`src/dmn_pkg.sv`:
```
package dmn_pkg;

	// Menu geometry and counter widths.
	localparam int MAX_ITEMS    = 16;
	localparam int SEL_W        = 4;
	localparam int COUNT_W      = 5;
	localparam int ELAPSED_BITS = 11;
	localparam int TICK_W       = 10;
	localparam int NUM_BUTTONS  = 3;

	// Button order inside the input word.
	localparam int BTN_UP     = 0;
	localparam int BTN_DOWN   = 1;
	localparam int BTN_SELECT = 2;

	// Register indexes on the configuration port.
	localparam logic [1:0] REG_DEBOUNCE = 2'd0;
	localparam logic [1:0] REG_HOLDOFF  = 2'd1;
	localparam logic [1:0] REG_COUNT    = 2'd2;

	// Reset values of the registers.
	localparam logic [TICK_W-1:0]  DEBOUNCE_RST = 10'd50;
	localparam logic [TICK_W-1:0]  HOLDOFF_RST  = 10'd150;
	localparam logic [COUNT_W-1:0] COUNT_RST    = 5'd8;

	// Word widths on the streams.
	localparam int IN_W  = 8;
	localparam int OUT_W = 16;

	typedef struct packed {
		logic [TICK_W-1:0]  debounce_ticks;
		logic [TICK_W-1:0]  nav_holdoff_ticks;
		logic [COUNT_W-1:0] menu_count;
	} cfg_t;

	typedef struct packed {
		logic             select_pulse;
		logic             moved;
		logic [SEL_W-1:0] window_top;
		logic [SEL_W-1:0] selected_item;
	} result_t;

endpackage

```
`src/dmn_core.sv`:
```
module dmn_core
	import dmn_pkg::*;
(
	input  logic                   clk,
	input  logic                   arst_n,
	input  cfg_t                   cfg,
	input  logic                   tick,
	input  logic [NUM_BUTTONS-1:0] levels,
	output result_t                res
);

	localparam logic [ELAPSED_BITS-1:0] ELAPSED_MAX = {ELAPSED_BITS{1'b1}};

	logic [NUM_BUTTONS-1:0]  last_level_q;
	logic [ELAPSED_BITS-1:0] stable_q [NUM_BUTTONS];
	logic [ELAPSED_BITS-1:0] holdoff_q;
	logic [SEL_W-1:0]        sel_q;
	logic [SEL_W-1:0]        top_q;

	logic [ELAPSED_BITS-1:0] stable_d [NUM_BUTTONS];
	logic [ELAPSED_BITS-1:0] holdoff_inc;
	logic [ELAPSED_BITS-1:0] holdoff_d;
	logic [NUM_BUTTONS-1:0]  pressed;
	logic [COUNT_W-1:0]      count;
	logic [COUNT_W-1:0]      max_top;
	logic                    gate;
	logic                    do_up;
	logic                    do_down;
	logic                    do_sel;
	logic                    moved;
	logic [SEL_W-1:0]        sel_a;
	logic [COUNT_W-1:0]      sel_b;
	logic [SEL_W-1:0]        sel_d;
	logic [SEL_W-1:0]        top_f;
	logic [SEL_W-1:0]        top_d;

	// Debounce: each elapsed count saturates and restarts on a level change.
	always_comb begin
		for (int i = 0; i < NUM_BUTTONS; i++) begin
			if (levels[i] != last_level_q[i]) begin
				stable_d[i] = '0;
			end else if (stable_q[i] == ELAPSED_MAX) begin
				stable_d[i] = ELAPSED_MAX;
			end else begin
				stable_d[i] = stable_q[i] + 1'b1;
			end
			pressed[i] = levels[i] &&
				(stable_d[i] > {{(ELAPSED_BITS-TICK_W){1'b0}}, cfg.debounce_ticks});
		end
	end

	// Clamp the menu size to 1..MAX_ITEMS and derive the last window line.
	always_comb begin
		if (cfg.menu_count == '0) begin
			count = COUNT_W'(1);
		end else if (cfg.menu_count > COUNT_W'(MAX_ITEMS)) begin
			count = COUNT_W'(MAX_ITEMS);
		end else begin
			count = cfg.menu_count;
		end
		max_top = (count >= COUNT_W'(2)) ? count - COUNT_W'(2) : '0;
	end

	// Holdoff gate, evaluated once per tick after the count advances.
	assign holdoff_inc = (holdoff_q == ELAPSED_MAX) ? ELAPSED_MAX : holdoff_q + 1'b1;
	assign gate = holdoff_inc >= {{(ELAPSED_BITS-TICK_W){1'b0}}, cfg.nav_holdoff_ticks};
	assign do_up   = gate && pressed[BTN_UP];
	assign do_down = gate && pressed[BTN_DOWN];
	assign do_sel  = gate && pressed[BTN_SELECT];
	assign moved   = do_up || do_down;
	assign holdoff_d = (moved || do_sel) ? '0 : holdoff_inc;

	// Selection: up first, then down, each with wraparound.
	always_comb begin
		if (do_up) begin
			sel_a = (sel_q != '0) ? sel_q - 1'b1 : SEL_W'(count - 1'b1);
		end else begin
			sel_a = sel_q;
		end
		sel_b = {1'b0, sel_a} + 1'b1;
		if (do_down) begin
			sel_d = (sel_b >= count) ? '0 : sel_b[SEL_W-1:0];
		end else begin
			sel_d = sel_a;
		end
	end

	// Window follows the selection, then is clamped to the last full pair.
	always_comb begin
		if (sel_d < top_q) begin
			top_f = sel_d;
		end else if ({1'b0, sel_d} > {1'b0, top_q} + 1'b1) begin
			top_f = sel_d - 1'b1;
		end else begin
			top_f = top_q;
		end
		if (!moved) begin
			top_d = top_q;
		end else if ({1'b0, top_f} > max_top) begin
			top_d = max_top[SEL_W-1:0];
		end else begin
			top_d = top_f;
		end
	end

	// State advances once per accepted word.
	always_ff @(posedge clk or negedge arst_n) begin
		if (!arst_n) begin
			last_level_q <= '0;
			for (int i = 0; i < NUM_BUTTONS; i++) begin
				stable_q[i] <= '0;
			end
			holdoff_q <= '0;
			sel_q     <= '0;
			top_q     <= '0;
		end else if (tick) begin
			last_level_q <= levels;
			for (int i = 0; i < NUM_BUTTONS; i++) begin
				stable_q[i] <= stable_d[i];
			end
			holdoff_q <= holdoff_d;
			sel_q     <= sel_d;
			top_q     <= top_d;
		end
	end

	assign res.selected_item = sel_d;
	assign res.window_top    = top_d;
	assign res.moved         = moved;
	assign res.select_pulse  = do_sel;

endmodule

```
`src/debounced_menu_navigator_top.sv`:
```
// Debounced menu navigator.
// Input stream: one word per millisecond tick carrying the raw up, down and
// select levels. Output stream: one word per input word with the selected
// menu index, the first visible line of a two-line window, a moved flag and
// a one-tick select pulse.
// A word accepted at an edge has its result registered in the output register,
// or in the skid register while stalled, and offered on m_tvalid. Throughput is
// one word per cycle while s_tready is high; the debounce, holdoff and wraparound
// logic is a single pass between the accepting edge and the output register.
// When the receiver stalls, a second result is parked in a skid register and
// s_tready drops only once both the output and skid registers are full.
// Reset clears the debounce counters, the holdoff (navigation stays blocked
// for the first nav_holdoff_ticks-1 words afterwards), the selection and the window, and
// loads the registers with 50, 150 and 8.
// Configuration goes through the APB port: debounce_ticks at 0x0,
// nav_holdoff_ticks at 0x4, menu_count at 0x8. Write only while idle.
module debounced_menu_navigator_top
	import dmn_pkg::*;
(
	input  logic             clk,
	input  logic             arst_n,
	// APB configuration port
	input  logic             psel,
	input  logic             penable,
	input  logic             pwrite,
	input  logic [3:0]       paddr,
	input  logic [31:0]      pwdata,
	output logic [31:0]      prdata,
	output logic             pready,
	// Input stream
	input  logic             s_tvalid,
	output logic             s_tready,
	input  logic [IN_W-1:0]  s_tdata,   // [0] up_level, [1] down_level, [2] select_level
	// Output stream
	output logic             m_tvalid,
	input  logic             m_tready,
	output logic [OUT_W-1:0] m_tdata    // [3:0] selected_item, [7:4] window_top,
	                                    // [8] moved, [9] select_pulse
);

	cfg_t    cfg_q;
	result_t res;
	result_t out_q;
	result_t skid_q;
	logic    out_valid_q;
	logic    skid_valid_q;
	logic    in_acc;
	logic    cfg_wr;
	logic    out_load;

	assign pready = 1'b1;
	assign cfg_wr = psel && penable && pwrite;

	// Configuration registers.
	always_ff @(posedge clk or negedge arst_n) begin
		if (!arst_n) begin
			cfg_q.debounce_ticks    <= DEBOUNCE_RST;
			cfg_q.nav_holdoff_ticks <= HOLDOFF_RST;
			cfg_q.menu_count        <= COUNT_RST;
		end else if (cfg_wr) begin
			case (paddr[3:2])
				REG_DEBOUNCE: cfg_q.debounce_ticks    <= pwdata[TICK_W-1:0];
				REG_HOLDOFF:  cfg_q.nav_holdoff_ticks <= pwdata[TICK_W-1:0];
				REG_COUNT:    cfg_q.menu_count        <= pwdata[COUNT_W-1:0];
				default:      ;
			endcase
		end
	end

	// Register read back.
	always_comb begin
		case (paddr[3:2])
			REG_DEBOUNCE: prdata = {{(32-TICK_W){1'b0}}, cfg_q.debounce_ticks};
			REG_HOLDOFF:  prdata = {{(32-TICK_W){1'b0}}, cfg_q.nav_holdoff_ticks};
			REG_COUNT:    prdata = {{(32-COUNT_W){1'b0}}, cfg_q.menu_count};
			default:      prdata = '0;
		endcase
	end

	assign s_tready = !skid_valid_q;
	assign in_acc   = s_tvalid && s_tready;
	assign out_load = !out_valid_q || m_tready;

	dmn_core u_core (
		.clk    (clk),
		.arst_n (arst_n),
		.cfg    (cfg_q),
		.tick   (in_acc),
		.levels (s_tdata[NUM_BUTTONS-1:0]),
		.res    (res)
	);

	// Valid bits of the output and skid registers.
	always_ff @(posedge clk or negedge arst_n) begin
		if (!arst_n) begin
			out_valid_q  <= 1'b0;
			skid_valid_q <= 1'b0;
		end else if (out_load) begin
			if (skid_valid_q) begin
				out_valid_q  <= 1'b1;
				skid_valid_q <= 1'b0;
			end else begin
				out_valid_q <= in_acc;
			end
		end else if (in_acc) begin
			skid_valid_q <= 1'b1;
		end
	end

	// Result payload: the skid word drains first to keep order.
	always_ff @(posedge clk) begin
		if (out_load) begin
			if (skid_valid_q) begin
				out_q <= skid_q;
			end else if (in_acc) begin
				out_q <= res;
			end
		end else if (in_acc) begin
			skid_q <= res;
		end
	end

	assign m_tvalid = out_valid_q;
	assign m_tdata  = {{(OUT_W-$bits(result_t)){1'b0}}, out_q};

endmodule

```
`config.mk`:
```
export PLATFORM = sky130hd
export DESIGN_NAME = debounced_menu_navigator_top
export DESIGN_NICKNAME = d
export VERILOG_FILES = /design/src/dmn_pkg.sv /design/src/dmn_core.sv /design/src/debounced_menu_navigator_top.sv
export SDC_FILE = /design/constraint.sdc
export NUM_CORES = 1
export LEC_CHECK = 0
export BUFFER_PORTS_ARGS = -buffer_cell sky130_fd_sc_hd__clkbuf_2
export CELL_PAD_IN_SITES_DETAIL_PLACEMENT = 0
export CELL_PAD_IN_SITES_GLOBAL_PLACEMENT = 2
export CORE_MARGIN = 1
export CORE_UTILIZATION = 38
export CTS_BUF_LIST = sky130_fd_sc_hd__clkbuf_4 sky130_fd_sc_hd__clkbuf_8
export CTS_CLUSTER_SIZE = 12
export DETAILED_ROUTE_END_ITERATION = 7
export PLACE_DENSITY_LB_ADDON = 0.25
export REMOVE_ABC_BUFFERS = 1
export SYNTH_ARGS = -nofsm -noshare
export SYNTH_HDL_FRONTEND = slang
export SYNTH_SLANG_ARGS = --single-unit
```
`constraint.sdc`:
```
create_clock -name clk -period 9.4 [get_ports clk]
set_clock_uncertainty 0.1 [all_clocks]
set_input_delay 1.88 -clock clk [delete_from_list [all_inputs] [get_ports clk]]
set_output_delay 1.88 -clock clk [all_outputs]
set_load 0.03 [all_outputs]
```
==> flow_metrics.tcl, run 1 <==
set metrics [dict create \
    final_cells 1053 \
    worstHoldPathType "register to register" \
    antennaDiodeCount 0 \
    yosys.cell_types.count 65 \
    min_from "u_core.stable_q[21]" \
    cts_root_buf "clkbuf_8" \
    critical-path-max-stage-delay_ns 0.40 \
    synthFlopType "dfrtp_1" \
    die_x_um 140 \
    synth_edf_count 20 \
    cp_max_fo 11 \
    clock_sink_count 102 \
    drive_gt1_frac 0.204 \
    path_clk_slew_ns 0.11 \
    dpl_cell_area_mm2 0.00776 \
    yosys_warnings 0 \
    cts_buffers 9 \
    floorplan.die_area_mm2 0.0197 \
    slew_at_the_pin_closest_to_its_max_slew_limit_ns 1.16 \
    drc_errors_left 0 \
    grt_max_degree 58 \
    final_hold_viol_count 0 \
    numPlacedInstances 1037 \
    setup_viol 0 \
    timing.max_cap.violations 0 \
    synth_seq_cells 102 \
    netlist.top_cell.by_area "dfrtp_1" \
    crit-reg2reg-capture "m_tdata[5]" \
    dieHeight_um 140 \
    areaGrowthSynthToFinish_pct 9.19 \
    multiInputGateArea_mm2 0.00428 \
    critPathMostFrequentCell "ha_1" \
    initial_utilization 0.388 \
    timing.critical_path.arrival_ns 9.03 \
    via_count_of_the_first_global_routing_pass 5532 \
    cts_max_path_buffers 2 \
    ys_top_cells_by_area "dfrtp_1 25%, ha_1 11%, edfxtp_1 8.2%" \
    detail_route.wl_per_cell_um 16.9 \
    path_buf_inv 5 \
    remaining_number_of_nets_flagged_by_the_antenna_check_after_routing 0 \
    violation_count_after_the_first_detailed_route_iteration 229 \
    pins_over_their_slew_limit 0 \
    netlist_area_mm2 0.00728 \
    h-tree-depth 3 \
    headroom_to_the_max_slew_limit 0.217 \
    rsz0062_at_grt "false" \
    outcome "completed" \
    grt_overflow 0 \
    grt_pass1_wl_mm 29.2 \
    route.detailed.vias_per_inst 5.31 \
    critPathCaptureType "register" \
    initial_antenna_violation_count 0 \
    holdPathEnd "u_core.stable_q[21]" \
    num_io_pins 102 \
    setup_slack_of_the_most_critical_reg_to_reg_path_ns 0.91 \
    critPathSlowestCell "or3_1" \
    vias_after_detailed_routing 5588 \
    yosys.area_share.simple 0.155 \
    vdd_ir_drop_max_mv 0.0706 \
    grt.total_usage 0.190 \
    synth_top_area_share 0.254 \
    detailed_routing_iteration_count_for_the_pre_antenna_repair_pass 7 \
    reg2reg_depth 37 \
    core-area_mm2 0.0188 \
    clock.fmax_mhz 111 \
    numPortBuffers 43 \
    avgSynthCellArea_um2 9.57 \
    finalNetCount 931 \
    layout.filler_cells 1845 \
    postLayoutCellArea_mm2 0.00795 \
    gp_congestion 0.818 \
    period_share 0.955 \
    yosysSeqAreaShare 0.366 \
    leak_pwr_uw 0.00369 \
    finalCriticalPeriod_ns 8.97 \
    rows 50 \
    register_area_mm2 0.00266 \
    start_kind "input pin" \
    synth_top_family_by_area "simple AND/OR/NAND/NOR gates" \
    tritoncts_clock_tree "yes" \
    power-per-cell-area_mw_per_mm2 167 \
    r2r_start "u_core.holdoff_q[0]" \
    synth_cells 761 \
    worst_hold_path.num_cells 2 \
    critPathTopFamily "compound AO/OA/AOI/OAI gates" \
    synth.mux.area_fraction 0.115 \
    synth_compound_gate_area_share 0.143 \
    route.final.wire_length_mm 17.8 \
    clock_latency_of_the_later_clocked_register_in_the_worst_skew_pair_ns 0.39 \
    criticalPathCategory "input pin to register" \
    post_synth_xor_area_fraction 0.0445 \
    synthAdderAreaFrac 0.113 \
    hpwlAfterDp_mm 13.3 \
    cp_data_required_time_ns 9.46 \
    async_reset_ff_frac 0.804 \
]
==> per-layer routing <==
layer	vias up	track usage	wire length (µm)
met3	16	0.0321	684
met1	2669	0.255	8580
met4	0	0.0509	268
li1	2795	-	-
met5	-	0	0
met2	108	0.315	8220
==> sequential cells by signal, summed over array words and instances (netlist names) <==
signal	flops
u_core.holdoff_q	11
u_core.sel_q	4
u_core.top_q	4
m_tdata	10
m_tvalid	1
cfg_q	25
u_core.stable_q	33
skid_q	10
u_core.last_level_q	3
skid_valid_q	1
==> Yosys cell counts, types with 11 or more instances <==
cell type  number
a21oi_1        54
xor2_1         20
nand3_1        21
mux2i_1        15
nor2b_1        16
mux2_2         53
nor2_1         33
edfxtp_1       20
ha_1           66
clkbuf_1       16
inv_1          39
buf_4          29
nand4_1        13
o21a_1         12
dfrtp_1        74
nand2_1        81
nor3_1         11
xnor2_1        17
o21ai_0        44
==> per-stage QoR <==
step	power [µW]	setup TNS [ns]	utilization	hold WS, ns	setup WS, ns
2_1_floorplan	911	-0.149	-	0.372	-0.130
3_3_place_gp	1040	0	0.413	0.393	0.0734
3_5_place_dp	1060	-0.00388	0.413	0.405	-0.00388
4_1_cts	1350	0	0.423	0.435	0.402
5_1_grt	1430	0	0.424	0.468	0.0326
6_report	1330	0	0.424	0.427	0.427
==> cells by family after synthesis <==
| logic type | count (synthesis) |
|---|---|
| buffers and inverters | 90 |
| flip-flops | 102 |
| AO/OA/AOI/OAI | 167 |
| AND/OR/NAND/NOR | 224 |
| other | 2 |
| adder cells (fa/ha/maj) | 66 |
| multiplexers | 73 |
| XOR/XNOR | 37 |
==> power by group <==
group | switching, µW | internal [µW] | leakage [µW] | total, µW
registers | 60.0 | 512 | 0.00123 | 572
logic | 284 | 194 | 0.00237 | 478
clock network | 178 | 103 | 0.0000967 | 281
total | 522 | 809 | 0.00369 | 1330
==> cells in the final DEF, fill, tap and decap left out, drive strengths merged, types with 5 or more instances in the layout <==
cell type,count
nand2,83
mux2i,17
ha,66
dfrtp,74
o211ai,6
dfstp,8
buf,22
inv,44
edfxtp,20
mux2,56
conb,29
clkbuf,51
or3,7
and3,8
a21o,10
o21a,12
nand2b,10
nand4,13
a21oi,55
nor2b,16
a31oi,5
nand3,21
xor2,20
o21ai,48
nor2,34
a22o,11
nor3,11
xnor2,17
==> repair_timing <==
item	4_1_cts	5_1_grt
buffers inserted	0	0
hold buffers	0	0
setup endpoints to repair	0	1
resized for setup	0	1
==> area by class of cell <==
class                   count  area share
flip-flops and latches    102       0.335
inverters                  41      0.0194
clock buffers               9      0.0156
repair buffers             64      0.0472
clock inverters             7     0.00803
well taps                 234      0.0368
multi-input cells         596       0.538
==> worst register-to-register path: cells and delay by family, from the launching register on <==
family / cells / cell delay (ns)
AOI/OAI and AO/OA: 15 / 2.61
muxes: 6 / 1.77
adders and majority gates: 6 / 1.65
and+or+nand+nor: 7 / 1.27
DFF: 1 / 0.42
buffers and inverters: 3 / 0.41
==> worst max path at each step <==
stage | start | to | slack, ns | cells past startpoint
after floorplan | s_tdata[0] | m_tdata[5] | -0.13 | 34
after CTS | s_tdata[0] | m_tdata[5] | 0.40 | 36
after global placement | s_tdata[0] | m_tdata[5] | 0.07 | 34
after detailed placement | s_tdata[0] | m_tdata[5] | -0.004 | 36
final | s_tdata[0] | m_tdata[5] | 0.43 | 36
after global routing | s_tdata[0] | m_tdata[5] | 0.03 | 36
(Power assumes the default switching activity.)
==> inputs of run 2 (changes only) <==
--- a/config.mk
+++ b/config.mk
@@ -5,11 +5,12 @@
 export SDC_FILE = /design/constraint.sdc
 export NUM_CORES = 1
 export LEC_CHECK = 0
+export ABC_AREA = 1
 export BUFFER_PORTS_ARGS = -buffer_cell sky130_fd_sc_hd__clkbuf_2
 export CELL_PAD_IN_SITES_DETAIL_PLACEMENT = 0
 export CELL_PAD_IN_SITES_GLOBAL_PLACEMENT = 2
 export CORE_MARGIN = 1
-export CORE_UTILIZATION = 38
+export CORE_UTILIZATION = 35
 export CTS_BUF_LIST = sky130_fd_sc_hd__clkbuf_4 sky130_fd_sc_hd__clkbuf_8
 export CTS_CLUSTER_SIZE = 12
 export DETAILED_ROUTE_END_ITERATION = 7
==> flow_metrics.tcl, run 2 <==
set metrics [dict create \
    pre_cts_ws_ns 0.743 \
    via_count_of_the_first_global_routing_pass 5762 \
    synth_cells 951 \
    worstHoldPathType "register to register" \
    cts_post_setup_buffers_inserted 0 \
    yosysSeqAreaShare 0.367 \
    initial_antenna_violation_count 0 \
    route.final.wire_length_mm 17.6 \
    period_share 0.867 \
    floorplan.die_area_mm2 0.0213 \
    cts_hold_repair.buffers 0 \
    core-area_mm2 0.0203 \
    synth_seq_cells 102 \
    rows 52 \
    detail_route.wl_per_cell_um 13.9 \
    clock.fmax_mhz 123 \
    clock_sink_count 102 \
    grt.total_usage 0.177 \
    cp_data_required_time_ns 9.46 \
    totalPowerFinal_uw 2000 \
    timing.max_cap.violations 0 \
    ys_top_cells_by_area "dfrtp_1 26%, nand2_1 13%, ha_1 11%" \
    remaining_number_of_nets_flagged_by_the_antenna_check_after_routing 0 \
    drive_gt1_frac 0.115 \
    synth_top_area_share 0.255 \
    critPathSlowestCell "ha_1" \
    grt_max_degree 71 \
    slew_at_the_pin_closest_to_its_max_slew_limit_ns 0.921 \
    largestRegisters "u_core.stable_q x33, cfg_q x25, u_core.holdoff_q x11" \
    violation_count_after_the_first_detailed_route_iteration 174 \
    async_reset_ff_frac 0.804 \
    layout.cells.most_common "nand2_1" \
    antennaDiodeCount 0 \
    numPortBuffers 43 \
    cts_root_buf "clkbuf_8" \
    leak_pwr_uw 0.00393 \
    start_kind "input pin" \
    setup_viol 0 \
    seq_power_share 0.306 \
    gp_congestion 0.780 \
    die_x_um 146 \
    num_io_pins 102 \
    total_switching_power_uw 939 \
    hpwlAfterDp_mm 13.2 \
    grt_pass1_wl_mm 29.6 \
    synth_commonest_cells "248 x nand2_1, 140 x inv_1, 94 x o21ai_0" \
    outcome "completed" \
    comb_power_share 0.541 \
    yosys.cell_count.top_type "nand2_1" \
    headroom_to_the_max_slew_limit 0.384 \
    detailed_routing_iteration_count_for_the_pre_antenna_repair_pass 4 \
    timing.critical_path.arrival_ns 8.20 \
    cts_max_path_buffers 2 \
    path_clk_slew_ns 0.11 \
    drc_errors_left 0 \
    rsz0062_at_grt "false" \
    yosys_warnings 0 \
    synth_edf_count 20 \
    swShare 0.469 \
    finalNetCount 1106 \
    most-common-layout-cells "248 x nand2_1, 140 x inv_1, 94 x o21ai_0" \
    power-per-cell-area_mw_per_mm2 254 \
    pwr-share-clk 0.153 \
    grt_overflow 0 \
    synthFlopType "dfrtp_1" \
    avgSynthCellArea_um2 7.63 \
    cp_max_fo 7 \
    dieHeight_um 146 \
    areaGrowthSynthToFinish_pct 8.52 \
    final.setup.worst_slack_ns 1.25 \
    largest_register_ff_count 33 \
    netlist.top_cell.by_area "dfrtp_1" \
    cts_buffers 9 \
    final_hold_viol_count 0 \
    tritoncts_clock_tree "yes" \
    h-tree-depth 3 \
    vdd_ir_drop_max_mv 0.153 \
    yosys.cell_types.count 46 \
    route.detailed.vias_per_inst 4.66 \
    initial_utilization 0.357 \
    internal_power_uw 1060 \
    finalCriticalPeriod_ns 8.15 \
    criticalPathCategory "input pin to register" \
    pins_over_their_slew_limit 0 \
    critical-path-max-stage-delay_ns 0.31 \
    vias_after_detailed_routing 5888 \
    setup_tns_final_ns 0 \
    critPathMostFrequentCell "nand2_1" \
    clock_latency_of_the_later_clocked_register_in_the_worst_skew_pair_ns 0.40 \
    holdWs_ns 0.393 \
    final_cells 1264 \
    numPlacedInstances 1248 \
    largest_register "u_core.stable_q" \
    cts_repair_resize_count 0 \
    critPathCaptureType "register" \
    netlist_area_mm2 0.00726 \
]
## run 2: kinds of logic after synthesis
kind of cell               after synthesis  synth area share
DFF                                    102             0.367
adders and majority gates               66             0.114
buffers and inverters                  194             0.116
xor gates and xnor gates                31            0.0384
other                                    2           0.00103
AOI/OAI and AO/OA                      170             0.130
and+or+nand+nor                        386             0.234
## run 2: path summary, 6_finish.rpt
check	cells past startpoint	startpoint	to	slack [ns]
min in group asynchronous	1	arst_n	cfg_q[18]	1.35
worst min register to register	2	cfg_q[22]	cfg_q[22]	0.39
worst max register to register	54	u_core.holdoff_q[0]	m_tdata[7]	1.52
worst max-delay path	52	s_tdata[0]	m_tdata[7]	1.25
max in group asynchronous	2	arst_n	u_core.stable_q[5]	6.82
worst min-delay path	2	cfg_q[22]	cfg_q[22]	0.39
## run 2: cell type report
| class | count | area [µm²] |
|---|---|---|
| fillers | 2250 | 12400 |
| clock buffers | 9 | 124 |
| flip-flops and latches | 102 | 2660 |
| clock inverters | 7 | 90.1 |
| repair buffers | 48 | 255 |
| inverters | 146 | 548 |
| multi-input cells | 682 | 3860 |
| well taps | 270 | 338 |
## run 2: metrics by stage
stage                util  instance area, µm²
floorplan               -                7070
global route        0.388                7880
detailed placement  0.377                7660
global placement    0.377                7660
CTS                 0.388                7880
finish              0.388                7880
## run 2: metal layers
metal / up-vias / global-route usage / wire length [µm]
li1: 3098 / - / -
met5: - / 0 / 0
met1: 2713 / 0.233 / 8400
met4: 0 / 0.0391 / 159
met3: 9 / 0.0304 / 478
met2: 68 / 0.305 / 8530
## run 2: power by group through the flow
stage          combinational, µW  clock [µW]  sequential [µW]
2_1_floorplan                819           0              619
3_3_place_gp                1100           0              619
3_5_place_dp                1100           0              621
4_1_cts                     1100         320              612
5_1_grt                     1270         335              624
6_report                    1080         307              611
## run 2: worst max-delay path: cells and delay by family
kind / cells / cell delay [ns]
simple gates: 30 / 2.48
compound gates: 8 / 1.41
buf+inv: 8 / 0.74
fa+ha+maj: 5 / 1.35
xor+xnor: 1 / 0.30
